<file path="config.mk">
export PLATFORM = sky130hd
export DESIGN_NAME = per_token_rms_normalize_flat
export DESIGN_NICKNAME = d
export VERILOG_FILES = /design/src/rtl/core/prn_pkg.sv /design/src/rtl/core/prn_in_if.sv /design/src/rtl/core/prn_out_if.sv /design/src/rtl/core/prn_cfg.sv /design/src/rtl/core/prn_solve.sv /design/src/rtl/core/per_token_rms_normalize.sv /design/src/flat_wrapper.sv
export SDC_FILE = /design/constraint.sdc
export NUM_CORES = 2
export LEC_CHECK = 0
export ABC_CLOCK_PERIOD_IN_PS = 23400
export BUFFER_PORTS_ARGS = -buffer_cell sky130_fd_sc_hd__buf_2
export CORE_ASPECT_RATIO = 0.8
export CORE_UTILIZATION = 55
export CTS_BUF_LIST = sky130_fd_sc_hd__clkbuf_8
export CTS_CLUSTER_SIZE = 20
export DETAILED_ROUTE_END_ITERATION = 16
export HOLD_SLACK_MARGIN = 0.02
export PLACE_DENSITY = 0.8
export SLEW_MARGIN = 20
export SYNTH_ARGS = -nofsm -noshare
export SYNTH_HDL_FRONTEND = slang
export SYNTH_SLANG_ARGS = --single-unit
export TNS_END_PERCENT = 20
</file>
<file path="constraint.sdc">
create_clock -name clk -period 23.4 [get_ports clk]
set_clock_uncertainty 0.2 [all_clocks]
set_input_delay 2.34 -clock clk [delete_from_list [all_inputs] [get_ports clk]]
set_output_delay 2.34 -clock clk [all_outputs]
set_load 0.01 [all_outputs]
</file>
<file path="src/rtl/core/prn_pkg.sv">
// Shared constants and types of the per-token RMS normalizer.
package prn_pkg;

  localparam int MAX_LEN     = 4096;
  localparam int SAMPLE_BITS = 16;
  localparam int COUNT_CAP   = (MAX_LEN > 8191) ? 8191 : MAX_LEN;

  localparam int SAMPLE_W = 16;
  localparam int SUM_W    = 42;
  localparam int CNT_W    = 13;
  localparam int SCALE_W  = 37;
  localparam int EPS_W    = 16;
  localparam int OUT_W    = 28;
  localparam int MAG_W    = SAMPLE_BITS;
  localparam int PROD_W   = MAG_W + SCALE_W;

  // inverse root search widths
  localparam int M_W   = SUM_W + 1;
  localparam int RES_W = 73;
  localparam int Q_W   = M_W + 72;
  localparam int D_W   = RES_W + 1;
  localparam int STEP_W = 6;

  localparam int CFG_ADDR_W = 3;
  localparam int CFG_DATA_W = 32;
  localparam logic CFG_IDX_EPS = 1'b0;
  localparam logic [EPS_W-1:0] EPS_RESET = 16'd1;

  localparam logic [SUM_W-1:0] SUM_MAX = {SUM_W{1'b1}};
  localparam logic signed [OUT_W-1:0] OUT_MAX = 28'sh7ffffff;
  localparam logic signed [OUT_W-1:0] OUT_MIN = 28'sh8000000;

  typedef struct packed {
    logic               start;
    logic [SUM_W-1:0]   sum;
    logic [CNT_W-1:0]   count;
    logic [EPS_W-1:0]   eps;
  } solve_req_t;

  typedef struct packed {
    logic               done;
    logic [SCALE_W-1:0] scale;
  } solve_rsp_t;

endpackage

</file>
<file path="src/rtl/core/prn_in_if.sv">
// Input item channel: valid/ready handshake with the element payload.
interface prn_in_if;
  import prn_pkg::*;

  logic                       valid;
  logic                       ready;
  logic                       kind;
  logic signed [SAMPLE_W-1:0] sample;
  logic                       last_element;
  logic                       token_valid;

  modport source (output valid, kind, sample, last_element, token_valid, input ready);
  modport sink   (input valid, kind, sample, last_element, token_valid, output ready);
endinterface

</file>
<file path="src/rtl/core/prn_out_if.sv">
// Result item channel: valid/ready handshake with the normalized element.
interface prn_out_if;
  import prn_pkg::*;

  logic                    valid;
  logic                    ready;
  logic signed [OUT_W-1:0] normalized;

  modport source (output valid, normalized, input ready);
  modport sink   (input valid, normalized, output ready);
endinterface

</file>
<file path="src/rtl/core/prn_cfg.sv">
// APB-style register block holding the epsilon offset.
module prn_cfg (
  input  logic                            clk,
  input  logic                            rst_n,
  input  logic                            psel,
  input  logic                            penable,
  input  logic                            pwrite,
  input  logic [prn_pkg::CFG_ADDR_W-1:0]  paddr,
  input  logic [prn_pkg::CFG_DATA_W-1:0]  pwdata,
  output logic [prn_pkg::CFG_DATA_W-1:0]  prdata,
  output logic                            pready,
  output logic [prn_pkg::EPS_W-1:0]       eps
);
  import prn_pkg::*;

  logic [EPS_W-1:0] eps_r, eps_nxt;
  logic             wr_eps;

  // register index is the word address
  assign wr_eps = psel && penable && pwrite && (paddr[2] == CFG_IDX_EPS);

  always_comb begin
    eps_nxt = eps_r;
    if (wr_eps) begin
      eps_nxt = pwdata[EPS_W-1:0];
    end
  end

  always_ff @(posedge clk) begin
    if (!rst_n) begin
      eps_r <= EPS_RESET;
    end else begin
      eps_r <= eps_nxt;
    end
  end

  assign prdata = (paddr[2] == CFG_IDX_EPS) ? {{(CFG_DATA_W-EPS_W){1'b0}}, eps_r}
                                            : '0;
  assign pready = 1'b1;
  assign eps    = eps_r;
endmodule

</file>
<file path="src/rtl/core/prn_solve.sv">
// Iterative mean and inverse square root unit with one shared adder and subtractor.
module prn_solve (
  input  logic                 clk,
  input  logic                 rst_n,
  input  prn_pkg::solve_req_t  req,
  output prn_pkg::solve_rsp_t  rsp
);
  import prn_pkg::*;

  localparam logic [2:0] SV_IDLE = 3'd0;
  localparam logic [2:0] SV_DIV  = 3'd1;
  localparam logic [2:0] SV_MEAN = 3'd2;
  localparam logic [2:0] SV_SUMD = 3'd3;
  localparam logic [2:0] SV_TEST = 3'd4;
  localparam logic [2:0] SV_DONE = 3'd5;

  localparam logic [STEP_W-1:0] DIV_LAST_STEP  = STEP_W'(SUM_W - 1);
  localparam logic [STEP_W-1:0] ROOT_LAST_STEP = STEP_W'(SCALE_W - 1);

  logic [2:0]         state_r, state_nxt;
  logic [STEP_W-1:0]  step_r, step_nxt;
  logic [SUM_W-1:0]   quo_r, quo_nxt;
  logic [CNT_W-1:0]   rem_r, rem_nxt;
  logic [CNT_W-1:0]   cnt_r, cnt_nxt;
  logic [EPS_W-1:0]   eps_r, eps_nxt;
  logic [RES_W-1:0]   res_r, res_nxt;
  logic [RES_W-1:0]   p_r, p_nxt;
  logic [Q_W-1:0]     q_r, q_nxt;
  logic [D_W-1:0]     d_r, d_nxt;
  logic               d_ovf_r, d_ovf_nxt;
  logic [SCALE_W-1:0] s_r, s_nxt;

  logic [Q_W:0]       add_a, add_sum;
  logic [D_W-1:0]     sub_a, sub_b;
  logic [D_W:0]       sub_diff;
  logic               sub_ge;
  logic [SUM_W-1:0]   mean;
  logic [M_W-1:0]     m_val;
  logic               fit;

  // shared adder: P + Q while forming the trial delta, P/2 + Q when taking a bit
  always_comb begin
    if (state_r == SV_SUMD) begin
      add_a = (Q_W+1)'(p_r);
    end else begin
      add_a = (Q_W+1)'(p_r[RES_W-1:1]);
    end
  end
  assign add_sum = add_a + {1'b0, q_r};

  // shared subtractor: divider trial subtract or residual compare
  always_comb begin
    if (state_r == SV_DIV) begin
      sub_a = D_W'({rem_r, quo_r[SUM_W-1]});
      sub_b = D_W'(cnt_r);
    end else begin
      sub_a = D_W'(res_r);
      sub_b = d_r;
    end
  end
  assign sub_diff = {1'b0, sub_a} - {1'b0, sub_b};
  assign sub_ge   = !sub_diff[D_W];
  assign fit      = sub_ge && !d_ovf_r;

  assign mean  = (cnt_r == '0) ? '0 : quo_r;
  assign m_val = {1'b0, mean} + M_W'(eps_r);

  always_comb begin
    state_nxt = state_r;
    step_nxt  = step_r;
    quo_nxt   = quo_r;
    rem_nxt   = rem_r;
    cnt_nxt   = cnt_r;
    eps_nxt   = eps_r;
    res_nxt   = res_r;
    p_nxt     = p_r;
    q_nxt     = q_r;
    d_nxt     = d_r;
    d_ovf_nxt = d_ovf_r;
    s_nxt     = s_r;
    unique case (state_r)
      SV_IDLE: begin
        if (req.start) begin
          quo_nxt   = req.sum;
          rem_nxt   = '0;
          cnt_nxt   = req.count;
          eps_nxt   = req.eps;
          step_nxt  = DIV_LAST_STEP;
          state_nxt = SV_DIV;
        end
      end
      SV_DIV: begin
        // restoring division, one quotient bit a cycle
        rem_nxt = sub_ge ? sub_diff[CNT_W-1:0] : {rem_r[CNT_W-2:0], quo_r[SUM_W-1]};
        quo_nxt = {quo_r[SUM_W-2:0], sub_ge};
        if (step_r == '0) begin
          state_nxt = SV_MEAN;
        end else begin
          step_nxt = step_r - 1'b1;
        end
      end
      SV_MEAN: begin
        s_nxt = '0;
        if (m_val == '0) begin
          state_nxt = SV_DONE;
        end else begin
          // residual 2^72, P = s*m shifted, Q = m shifted by twice the bit index
          res_nxt   = {1'b1, {(RES_W-1){1'b0}}};
          p_nxt     = '0;
          q_nxt     = {m_val, {(Q_W-M_W){1'b0}}};
          step_nxt  = ROOT_LAST_STEP;
          state_nxt = SV_SUMD;
        end
      end
      SV_SUMD: begin
        d_nxt     = add_sum[D_W-1:0];
        d_ovf_nxt = |add_sum[Q_W:D_W];
        state_nxt = SV_TEST;
      end
      SV_TEST: begin
        if (fit) begin
          res_nxt = sub_diff[RES_W-1:0];
          p_nxt   = add_sum[RES_W-1:0];
        end else begin
          p_nxt   = {1'b0, p_r[RES_W-1:1]};
        end
        q_nxt = {2'b00, q_r[Q_W-1:2]};
        s_nxt = {s_r[SCALE_W-2:0], fit};
        if (step_r == '0) begin
          state_nxt = SV_DONE;
        end else begin
          step_nxt  = step_r - 1'b1;
          state_nxt = SV_SUMD;
        end
      end
      SV_DONE: begin
        state_nxt = SV_IDLE;
      end
      default: begin
        state_nxt = SV_IDLE;
      end
    endcase
  end

  always_ff @(posedge clk) begin
    if (!rst_n) begin
      state_r <= SV_IDLE;
    end else begin
      state_r <= state_nxt;
    end
  end

  always_ff @(posedge clk) begin
    step_r  <= step_nxt;
    quo_r   <= quo_nxt;
    rem_r   <= rem_nxt;
    cnt_r   <= cnt_nxt;
    eps_r   <= eps_nxt;
    res_r   <= res_nxt;
    p_r     <= p_nxt;
    q_r     <= q_nxt;
    d_r     <= d_nxt;
    d_ovf_r <= d_ovf_nxt;
    s_r     <= s_nxt;
  end

  assign rsp.done  = (state_r == SV_DONE);
  assign rsp.scale = s_r;
endmodule

</file>
<file path="src/rtl/core/per_token_rms_normalize.sv">
// Per-token RMS normalizer: two-pass streaming, shared multiplier and solve unit.
//
// Usage: the host sends each vector twice on in_item. Accumulate items
// (kind 0) add sample^2 into a saturating 42-bit sum; the one marked
// last_element closes the vector, forms m = floor(sum/count) + epsilon_raw
// and the scale floor(2^36/sqrt(m)). Apply items (kind 1) each return one
// out_item: sample*scale/2^16, saturated to 28 bits, zero for padding.
// epsilon_raw sits at APB byte address 0, reset value 1.
// One item is in flight at a time. Accumulate and apply items pass from
// accept through the 16x37 multiply to the sum update or the output format
// before the next item is accepted; an apply result is registered.
// A last_element item then also runs the restoring divider and the 37-bit
// inverse root search, a SV_SUMD and a SV_TEST state per bit on the shared
// adder/subtractor, plus handoff, before the next accept; the root search
// is skipped when m is zero.
// Reset clears the sum, count and scale (apply before any vector gives 0).
// A stalled out_item holds its result; the next item is still accepted and
// runs up to its output stage, where it waits for the register to free up.
module per_token_rms_normalize (
  input  logic                            clk,
  input  logic                            rst_n,
  prn_in_if.sink                          in_item,
  prn_out_if.source                       out_item,
  input  logic                            psel,
  input  logic                            penable,
  input  logic                            pwrite,
  input  logic [prn_pkg::CFG_ADDR_W-1:0]  paddr,
  input  logic [prn_pkg::CFG_DATA_W-1:0]  pwdata,
  output logic [prn_pkg::CFG_DATA_W-1:0]  prdata,
  output logic                            pready
);
  import prn_pkg::*;

  localparam logic [2:0] ST_IDLE  = 3'd0;
  localparam logic [2:0] ST_MUL   = 3'd1;
  localparam logic [2:0] ST_ACC   = 3'd2;
  localparam logic [2:0] ST_START = 3'd3;
  localparam logic [2:0] ST_SOLVE = 3'd4;
  localparam logic [2:0] ST_OUT   = 3'd5;

  logic [2:0]                 state_r, state_nxt;
  logic                       kind_r, last_r, tok_r;
  logic signed [SAMPLE_W-1:0] x_r;
  logic [PROD_W-1:0]          prod_r, prod_nxt;
  logic [SUM_W-1:0]           sum_r, sum_nxt;
  logic [CNT_W-1:0]           count_r, count_nxt;
  logic [SCALE_W-1:0]         scale_r, scale_nxt;
  logic                       out_valid_r, out_valid_nxt;
  logic signed [OUT_W-1:0]    out_norm_r, out_norm_nxt;

  logic                       in_fire;
  logic [MAG_W-1:0]           x_mag;
  logic [SCALE_W-1:0]         mul_b;
  logic [SUM_W:0]             acc_sum;
  logic [PROD_W:0]            mag_rnd;
  logic [PROD_W-16:0]         q_neg;
  logic [PROD_W-17:0]         q_pos;
  logic signed [OUT_W-1:0]    norm_val;
  logic                       out_free;
  logic [EPS_W-1:0]           eps;
  solve_req_t                 solve_req;
  solve_rsp_t                 solve_rsp;

  prn_cfg u_cfg (
    .clk     (clk),
    .rst_n   (rst_n),
    .psel    (psel),
    .penable (penable),
    .pwrite  (pwrite),
    .paddr   (paddr),
    .pwdata  (pwdata),
    .prdata  (prdata),
    .pready  (pready),
    .eps     (eps)
  );

  prn_solve u_solve (
    .clk   (clk),
    .rst_n (rst_n),
    .req   (solve_req),
    .rsp   (solve_rsp)
  );

  assign in_item.ready = (state_r == ST_IDLE);
  assign in_fire       = in_item.valid && in_item.ready;

  // shared multiplier: |x|*|x| for accumulate, |x|*scale for apply
  assign x_mag    = x_r[SAMPLE_W-1] ? MAG_W'(~x_r + 1'b1) : MAG_W'(x_r);
  assign mul_b    = kind_r ? scale_r : SCALE_W'(x_mag);
  assign prod_nxt = (state_r == ST_MUL) ? PROD_W'(x_mag) * PROD_W'(mul_b) : prod_r;

  assign acc_sum = {1'b0, sum_r} + (SUM_W+1)'(prod_r[2*MAG_W-1:0]);

  // floor of a negative product rounds the magnitude up
  assign mag_rnd = {1'b0, prod_r} + (PROD_W+1)'(16'hffff);
  assign q_neg   = mag_rnd[PROD_W:16];
  assign q_pos   = prod_r[PROD_W-1:16];

  always_comb begin
    if (!tok_r) begin
      norm_val = '0;
    end else if (x_r[SAMPLE_W-1]) begin
      if (q_neg > (PROD_W-15)'(134217728)) begin
        norm_val = OUT_MIN;
      end else begin
        norm_val = OUT_W'(~q_neg[OUT_W-1:0] + 1'b1);
      end
    end else begin
      if (q_pos > (PROD_W-16)'(134217727)) begin
        norm_val = OUT_MAX;
      end else begin
        norm_val = q_pos[OUT_W-1:0];
      end
    end
  end

  assign out_free = !out_valid_r || out_item.ready;

  always_comb begin
    state_nxt     = state_r;
    sum_nxt       = sum_r;
    count_nxt     = count_r;
    scale_nxt     = scale_r;
    out_valid_nxt = out_valid_r && !out_item.ready;
    out_norm_nxt  = out_norm_r;
    unique case (state_r)
      ST_IDLE: begin
        if (in_fire) begin
          state_nxt = ST_MUL;
        end
      end
      ST_MUL: begin
        state_nxt = kind_r ? ST_OUT : ST_ACC;
      end
      ST_ACC: begin
        if (count_r < CNT_W'(COUNT_CAP)) begin
          sum_nxt   = acc_sum[SUM_W] ? SUM_MAX : acc_sum[SUM_W-1:0];
          count_nxt = count_r + 1'b1;
        end
        state_nxt = last_r ? ST_START : ST_IDLE;
      end
      ST_START: begin
        state_nxt = ST_SOLVE;
      end
      ST_SOLVE: begin
        if (solve_rsp.done) begin
          scale_nxt = solve_rsp.scale;
          sum_nxt   = '0;
          count_nxt = '0;
          state_nxt = ST_IDLE;
        end
      end
      ST_OUT: begin
        if (out_free) begin
          out_valid_nxt = 1'b1;
          out_norm_nxt  = norm_val;
          state_nxt     = ST_IDLE;
        end
      end
      default: begin
        state_nxt = ST_IDLE;
      end
    endcase
  end

  assign solve_req.start = (state_r == ST_START);
  assign solve_req.sum   = sum_r;
  assign solve_req.count = count_r;
  assign solve_req.eps   = eps;

  always_ff @(posedge clk) begin
    if (!rst_n) begin
      state_r     <= ST_IDLE;
      sum_r       <= '0;
      count_r     <= '0;
      scale_r     <= '0;
      out_valid_r <= 1'b0;
    end else begin
      state_r     <= state_nxt;
      sum_r       <= sum_nxt;
      count_r     <= count_nxt;
      scale_r     <= scale_nxt;
      out_valid_r <= out_valid_nxt;
    end
  end

  // only the low SAMPLE_BITS bits of a sample carry the value
  always_ff @(posedge clk) begin
    if (in_fire) begin
      kind_r <= in_item.kind;
      x_r    <= SAMPLE_W'($signed(in_item.sample[SAMPLE_BITS-1:0]));
      last_r <= in_item.last_element;
      tok_r  <= in_item.token_valid;
    end
    prod_r     <= prod_nxt;
    out_norm_r <= out_norm_nxt;
  end

  assign out_item.valid      = out_valid_r;
  assign out_item.normalized = out_norm_r;
endmodule

</file>
<file path="src/flat_wrapper.sv">
// flat-port wrapper written by rule: the top's interface ports become plain ports
module per_token_rms_normalize_flat import prn_pkg::*;
  (clk, rst_n, psel, penable, pwrite, paddr, pwdata, prdata, pready, in_item_valid, in_item_kind, in_item_sample, in_item_last_element, in_item_token_valid, in_item_ready, out_item_valid, out_item_normalized, out_item_ready);
  prn_in_if in_item_i ();
  prn_out_if out_item_i ();
  input  logic clk;
  input  logic rst_n;
  input  logic psel;
  input  logic penable;
  input  logic pwrite;
  input  logic [prn_pkg::CFG_ADDR_W-1:0] paddr;
  input  logic [prn_pkg::CFG_DATA_W-1:0] pwdata;
  output logic [prn_pkg::CFG_DATA_W-1:0] prdata;
  output logic pready;
  input wire logic [$bits(in_item_i.valid)-1:0] in_item_valid;
  input wire logic [$bits(in_item_i.kind)-1:0] in_item_kind;
  input wire logic [$bits(in_item_i.sample)-1:0] in_item_sample;
  input wire logic [$bits(in_item_i.last_element)-1:0] in_item_last_element;
  input wire logic [$bits(in_item_i.token_valid)-1:0] in_item_token_valid;
  output wire logic [$bits(in_item_i.ready)-1:0] in_item_ready;
  output wire logic [$bits(out_item_i.valid)-1:0] out_item_valid;
  output wire logic [$bits(out_item_i.normalized)-1:0] out_item_normalized;
  input wire logic [$bits(out_item_i.ready)-1:0] out_item_ready;
  assign in_item_i.valid = in_item_valid;
  assign in_item_i.kind = in_item_kind;
  assign in_item_i.sample = in_item_sample;
  assign in_item_i.last_element = in_item_last_element;
  assign in_item_i.token_valid = in_item_token_valid;
  assign in_item_ready = in_item_i.ready;
  assign out_item_valid = out_item_i.valid;
  assign out_item_normalized = out_item_i.normalized;
  assign out_item_i.ready = out_item_ready;
  per_token_rms_normalize u_core (.clk(clk), .rst_n(rst_n), .in_item(in_item_i), .out_item(out_item_i), .psel(psel), .penable(penable), .pwrite(pwrite), .paddr(paddr), .pwdata(pwdata), .prdata(prdata), .pready(pready));
endmodule
</file>
# == Word-level counts from Yosys, hierarchy flattened ==
# Cells that the tools add are included.
# word_totals
word_cells,139
reg_bits,678
# op_classes
bitwise_logic,3
mux,48
reduce_logical,32
addsub,9
magnitude_cmp,3
n_mul,1
n_eq_ne,19
# ops
operator,count
$mux 73,6
$pmux 73 s2,2
$pmux 115 s2,1
$mux 42,5
$pmux 42 s2,2
$add 116x115->116,1
$mux 115,1
$mux 28,3
$sub 74x74->75,1
$mux 74,1
$pmux 37 s2,1
$add 53x16->54 const B,1
$mul 16x37->53,1
$mux 13,4
$pmux 13 s2,2
$add 42x16->43,1
$add 42x32->43,1
$logic_not 43->1,1
$reduce_or 42->1,1
$gt 38x28->1 const B,1
$gt 37x27->1 const B,1
$mux 37,1
$mux 16,2
$add 28x1->28 const B,1
other kinds (31),73

# == Depth between registers and ports, before layout ==
# logic_depth
ltp_word,7
mapped_depth,35

# == By module ==
# Synthesis repeated with hierarchy kept, for this count alone.
# unflattened
hier_cells,6878
area_unflattened_um2,61584.1
# by_module_without_submodules
module,seq_area_each_um2,cells_per_inst,instances,area_per_inst_um2
prn_solve,13963.4,3445,1,31924.4
per_token_rms_normalize,4924.7,3327,1,28747.6
prn_cfg,320.3,106,1,912.1

# == Least setup slack after synthesis ==
# Ideal clock, no wire load.
# synth_path
path_type,register to register
startpoint,register u_core.u_solve.cnt_r[6]
endpoint,"register u_core.u_solve.p_r[0], enable pin"
setup_ps,1011
path_stages_with_launch,22
setup_slack_ps,4174
path_buffers,3
t_arrival_ps,18015
t_required_ps,22189
cell_sequence,edfxtp_1 > nor4_1 > nand4_1 > clkbuf_1 > clkbuf_1 > clkbuf_1 > and2_1 > ha_1 > inv_1 > fa_1 > nor2b_1 > o31a_1 > o221ai_1 > a211o_1 > a211oi_1 > nand4_1 > xor2_1 > a41oi_1 > a31oi_1 > and4_1 > nand2b_1 > o31ai_1
# synth_via
elab_chain_cells,6
# synth_rtl
item,line_no,rtl
from (decl),prn_solve.sv:24,"logic [CNT_W-1:0] cnt_r, cnt_nxt;"
from (signal assigned),prn_solve.sv:157,cnt_r <= cnt_nxt;
$logic_not 13->1,prn_solve.sv:65,assign mean = (cnt_r == '0) ? '0 : quo_r;
$mux 42,prn_solve.sv:65,
$add 42x16->43,prn_solve.sv:66,"assign m_val = {1'b0, mean} + M_W'(eps_r);"
$logic_not 43->1,prn_solve.sv:104,if (m_val == '0) begin
$ne 2x2->1 (no source line),-,
$reduce_and 2->1 (no source line),-,
to (signal assigned),prn_solve.sv:160,p_r <= p_nxt;
to (decl),prn_solve.sv:27,"logic [RES_W-1:0] p_r, p_nxt;"
# No other way between the ends.
# A chain may end at the register's enable or synchronous reset.

# == Worst setup path in the final report ==
# layout_path
startpoint,register u_core.x_r[0]
endpoint,register u_core.prod_r[46] (data pin)
# layout_via
elab_chain_cells,5
# layout_rtl
item,line_no,rtl
from (decl),per_token_rms_normalize.sv:43,logic signed [SAMPLE_W-1:0] x_r;
from (signal assigned),per_token_rms_normalize.sv:191,x_r <= SAMPLE_W'($signed(in_item.sample[SAMPLE_BITS-1:0]));
$not 16->16,per_token_rms_normalize.sv:88,assign x_mag = x_r[SAMPLE_W-1] ? MAG_W'(~x_r + 1'b1) : MAG_W'(x_r);
$add 16x1->16,per_token_rms_normalize.sv:88,
$mux 16 *,per_token_rms_normalize.sv:88,
$mux 37,per_token_rms_normalize.sv:89,assign mul_b = kind_r ? scale_r : SCALE_W'(x_mag);
$mul 16x37->53 *,per_token_rms_normalize.sv:90,assign prod_nxt = (state_r == ST_MUL) ? PROD_W'(x_mag) * PROD_W'(mul_b) : prod_r;
to (signal assigned),per_token_rms_normalize.sv:195,prod_r <= prod_nxt;
to (decl),per_token_rms_normalize.sv:44,"logic [PROD_W-1:0] prod_r, prod_nxt;"
# Every way passes the cells marked *; elsewhere a longest branch is shown, timed or not.

==> flow_results.org <==
** Status
- The flow ran to the end, and the final reports show no timing, DRC or antenna violations.

** Setup path
- Slowest CP cell :: sky130_fd_sc_hd__o21ai_1
- Buffers and inverters on the worst path :: 6
- On the worst path, the slowest cell contributes a delay of 0.76 ns.
- Cell occurring most often along the worst timing path :: sky130_fd_sc_hd__fa_1
- Flop2flop setup slack :: 12.31 ns
- The worst setup path is launched from a register.
- The kind of cell with the highest combined delay along the critical path is adder cells.
- Critical setup path kind :: register to register
- Of all nets on the critical path, the largest fanout is 32.
- Data on the critical path arrives at its endpoint at 11.43 ns.
- The worst setup path is captured at a register.
- Data required time of the worst path :: 23.74 ns

** Finish
- Summing all multi-input logic gate instances after layout gives 38590 um2.
- Fill cells in the final layout number 9376.
- Area used by sequential logic in the layout :: 19210 um2
- Top library cells by usage in the layout, fill and taps aside :: sky130_fd_sc_hd__nand2_1, sky130_fd_sc_hd__inv_1, sky130_fd_sc_hd__edfxtp_1
- In the final layout, the share of cells above drive strength 1 is 7.203%.
- From synthesis to final layout, the design area changed by 6.974%.
- The library cell used most frequently in the layout, excluding fill and tap cells, is sky130_fd_sc_hd__nand2_1.
- Number of nets in the final layout :: 7654

** Clock tree
- Number of buffers added for setup after CTS :: 0
- Clock-pin slew was measured on the worst setup and hold paths at 0.06 ns.
- Gates resized during post-CTS repair numbered 0.
- Clk buf depth :: 3
- Clock net sink count :: 678
- Buffers inserted to repair hold after CTS numbered 0.
- Level count of the clock H-tree :: 3
- TritonCTS built the clock tree.
- Num CTS Buffers :: 111
- Clock insertion delay at the later pin of the skew report :: 0.87 ns
- Clk Tree Root Cell :: sky130_fd_sc_hd__clkbuf_8

** Route
- Number of nets with antenna violations after routing :: 0
- Detail-routed via count per cell :: 6.080
- Remaining design rule violation count :: 0
- Final routed wirelength across all metal layers :: 170.0 mm
- Via count :: 50582
- Average wire per cell in the routed design :: 20.44 um
- Iteration-0 DRC Markers :: 5220
- The first TritonRoute pass finished after 8 iterations.

** Timing
- Setup repair after global routing missed its margin :: false
- Setup violations remaining at the end of the flow were counted as 0.
- Minimum period implied by the final worst setup slack :: 11.09 ns
- Tightest slew margin relative to the limit :: 24.55%
- The final-report max-slew violation count is 0.
- Setup total negative slack :: 0 ns
- Least-Margin Pin Slew :: 1.103 ns
- The total count of hold-check failures in the final report came to 0.
- Part of the cycle the worst path needs :: 47.40%
- Max frequency :: 90.16 MHz

** Run
- Max-cap violations in this run came to 0.

** GRT
- The via count of the first global-routing pass came to 49765.
- The initial antenna violation count was 4.
- Entering global routing, the biggest net connects 189 pins.
- The first global-routing pass estimated 270.0 mm of wire.
- Global route overflow :: 0
- Global routing consumed, over all layers together, 30.13% of the routing resources.

** Synth
- The mapped netlist covers 61250 um2.
- Main synth FF type :: sky130_fd_sc_hd__edfxtp_1
- In this run the mean area of a mapped cell was 8.942 um2.
- Counting flops and latches in the post-synthesis netlist gives 678.
- Synthesis warning total :: 0
- Counting flops with an async set or reset pin after synthesis yields a share of 0%.
- Sequential-to-total area share from yosys stat :: 31.36%
- Cell count after synthesis :: 6850
- Count of unique library cells instantiated by Yosys :: 97
- Number of enable-type register cells in the synthesized netlist :: 563

** Power
- Final Total Pwr :: 5.474 mW
- Power density normalized to cell area :: 83.54 nW/um2
- The worst-case IR drop observed on VDD is 301.9 uV.
- Leakage :: 27.35 nW

** Place
- Final HPWL from detailed placement :: 127.1 mm
- Gp weighted congestion :: 0.9891
- Port buffering added 88 buffers.

** Floorplanning
- The initial utilization of the core area, before any placement, comes to 55.45%.
- The floorplan step set the die height to 300.5 um.
- The total area inside the core boundary comes to 110500 um2.
- Standard-cell rows :: 109
- Pin placement for this block handled 124 I/O pins.
- The die covers 112700 um2.
- The floorplan step set the die width to 375.1 um.

** Hold path
- Hold Crit Class :: register to register
-- logic make-up (layout without fill, tap and decap cells) --
| family | Yosys count | after routing | share of synthesized area, % |
|---|---|---|---|
| AO/OA/AOI/OAI | 1332 | 1332 | 13.78 |
| XOR/XNOR | 304 | 304 | 4.347 |
| AND/OR/NAND/NOR | 2628 | 2628 | 19.79 |
| multiplexers | 102 | 102 | 1.828 |
| other | 2 | 21 | 0.01226 |
| flip-flops | 678 | 678 | 31.36 |
| adder cells (fa/ha/maj) | 815 | 815 | 22.68 |
| buffers and inverters | 989 | 996 | 6.216 |
-- Yosys cell counts, types with 41 or more instances --
| cell type | count | share of area [%] |
|---|---|---|
| sky130_fd_sc_hd__xnor2_1 | 180 | 2.6 |
| sky130_fd_sc_hd__and3_1 | 154 | 1.6 |
| sky130_fd_sc_hd__xor2_1 | 124 | 1.8 |
| sky130_fd_sc_hd__edfxtp_1 | 563 | 28 |
| sky130_fd_sc_hd__o21bai_1 | 41 | 0.50 |
| sky130_fd_sc_hd__nand3_1 | 116 | 0.95 |
| sky130_fd_sc_hd__nand2b_1 | 53 | 0.54 |
| sky130_fd_sc_hd__inv_1 | 632 | 3.9 |
| sky130_fd_sc_hd__clkbuf_1 | 309 | 1.9 |
| sky130_fd_sc_hd__and2_1 | 92 | 0.94 |
| sky130_fd_sc_hd__fa_1 | 492 | 16 |
| sky130_fd_sc_hd__dfxtp_1 | 115 | 3.8 |
| sky130_fd_sc_hd__a21boi_0 | 94 | 1.2 |
| sky130_fd_sc_hd__a31oi_1 | 50 | 0.51 |
| sky130_fd_sc_hd__nand4_1 | 94 | 0.96 |
| sky130_fd_sc_hd__ha_1 | 323 | 6.6 |
| sky130_fd_sc_hd__nor3_1 | 83 | 0.68 |
| sky130_fd_sc_hd__o21ai_0 | 280 | 2.3 |
| sky130_fd_sc_hd__o21a_1 | 71 | 0.87 |
| sky130_fd_sc_hd__mux2_2 | 79 | 1.5 |
| sky130_fd_sc_hd__nor2_1 | 546 | 3.3 |
| sky130_fd_sc_hd__nand2_1 | 1194 | 7.3 |
| sky130_fd_sc_hd__a21oi_1 | 409 | 3.3 |
| sky130_fd_sc_hd__a21o_1 | 101 | 1.2 |
| sky130_fd_sc_hd__nor2b_1 | 107 | 1.1 |
-- path summary, 6_finish.rpt --
kind | start | to | cells past startpoint
worst max-delay path | u_core.x_r[0] | u_core.prod_r[46] | 33
worst min register to register | u_core.scale_r[25] | u_core.scale_r[25] | 2
worst max register to register | u_core.x_r[0] | u_core.prod_r[46] | 33
worst min-delay path | u_core.scale_r[25] | u_core.scale_r[25] | 2
-- flip-flops by register name, indices dropped and copies added, names as in the netlist, 28 cells and up --
| register | flops |
|---|---|
| u_core.u_solve.d_r | 74 |
| u_core.u_solve.q_r | 115 |
| u_core.scale_r | 37 |
| u_core.out_item.normalized | 28 |
| u_core.sum_r | 42 |
| u_core.prod_r | 53 |
| u_core.u_solve.p_r | 73 |
| u_core.u_solve.quo_r | 42 |
| u_core.u_solve.res_r | 73 |
| u_core.u_solve.s_r | 37 |
-- per-layer routing --
layer	vias to the layer above	global-route usage, %	routed length (um)
met5	-	0	0
met4	0	12.82	7723
met3	419	6.648	16660
met2	2477	47.25	75150
met1	24465	40.43	70510
li1	23221	-	-
-- worst register-to-register path, delay by kind of cell (launching register included) --
kind,cells,cell delay [ns]
xor gates and xnor gates,2,0.18
adders and majority gates,8,3.85
AOI/OAI and AO/OA,8,2.90
buffers and inverters,6,1.36
DFF,1,0.35
and+or+nand+nor,9,1.94
-- layout make-up --
class	count	area share [%]
flip-flops and latches	678	29.31
inverters	633	3.626
clock inverters	88	1.400
multi-input cells	5198	58.89
well taps	1443	2.755
clock buffers	119	2.500
diodes	4	0.01528
repair buffers	156	1.501
-- through the flow --
step	hold slack (ns)	setup WS [ns]	instances	util, %	cell area, um2
2_1_floorplan	0.2223	4.174	6865	-	61310
3_3_place_gp	0.2462	12.58	8107	56.97	62930
3_5_place_dp	0.2543	12.51	8107	56.97	62930
4_1_cts	0.2595	12.47	8314	59.28	65490
5_1_grt	0.2756	11.72	8318	59.31	65520
6_report	0.2589	12.31	8319	59.32	65530
-- power by group --
group,switching [mW],internal [mW],total (mW)
Combinational,1.63,1.12,2.75
Clock,0.543,0.668,1.21
Sequential,0.0654,1.45,1.51
(Power assumes the default switching activity.)
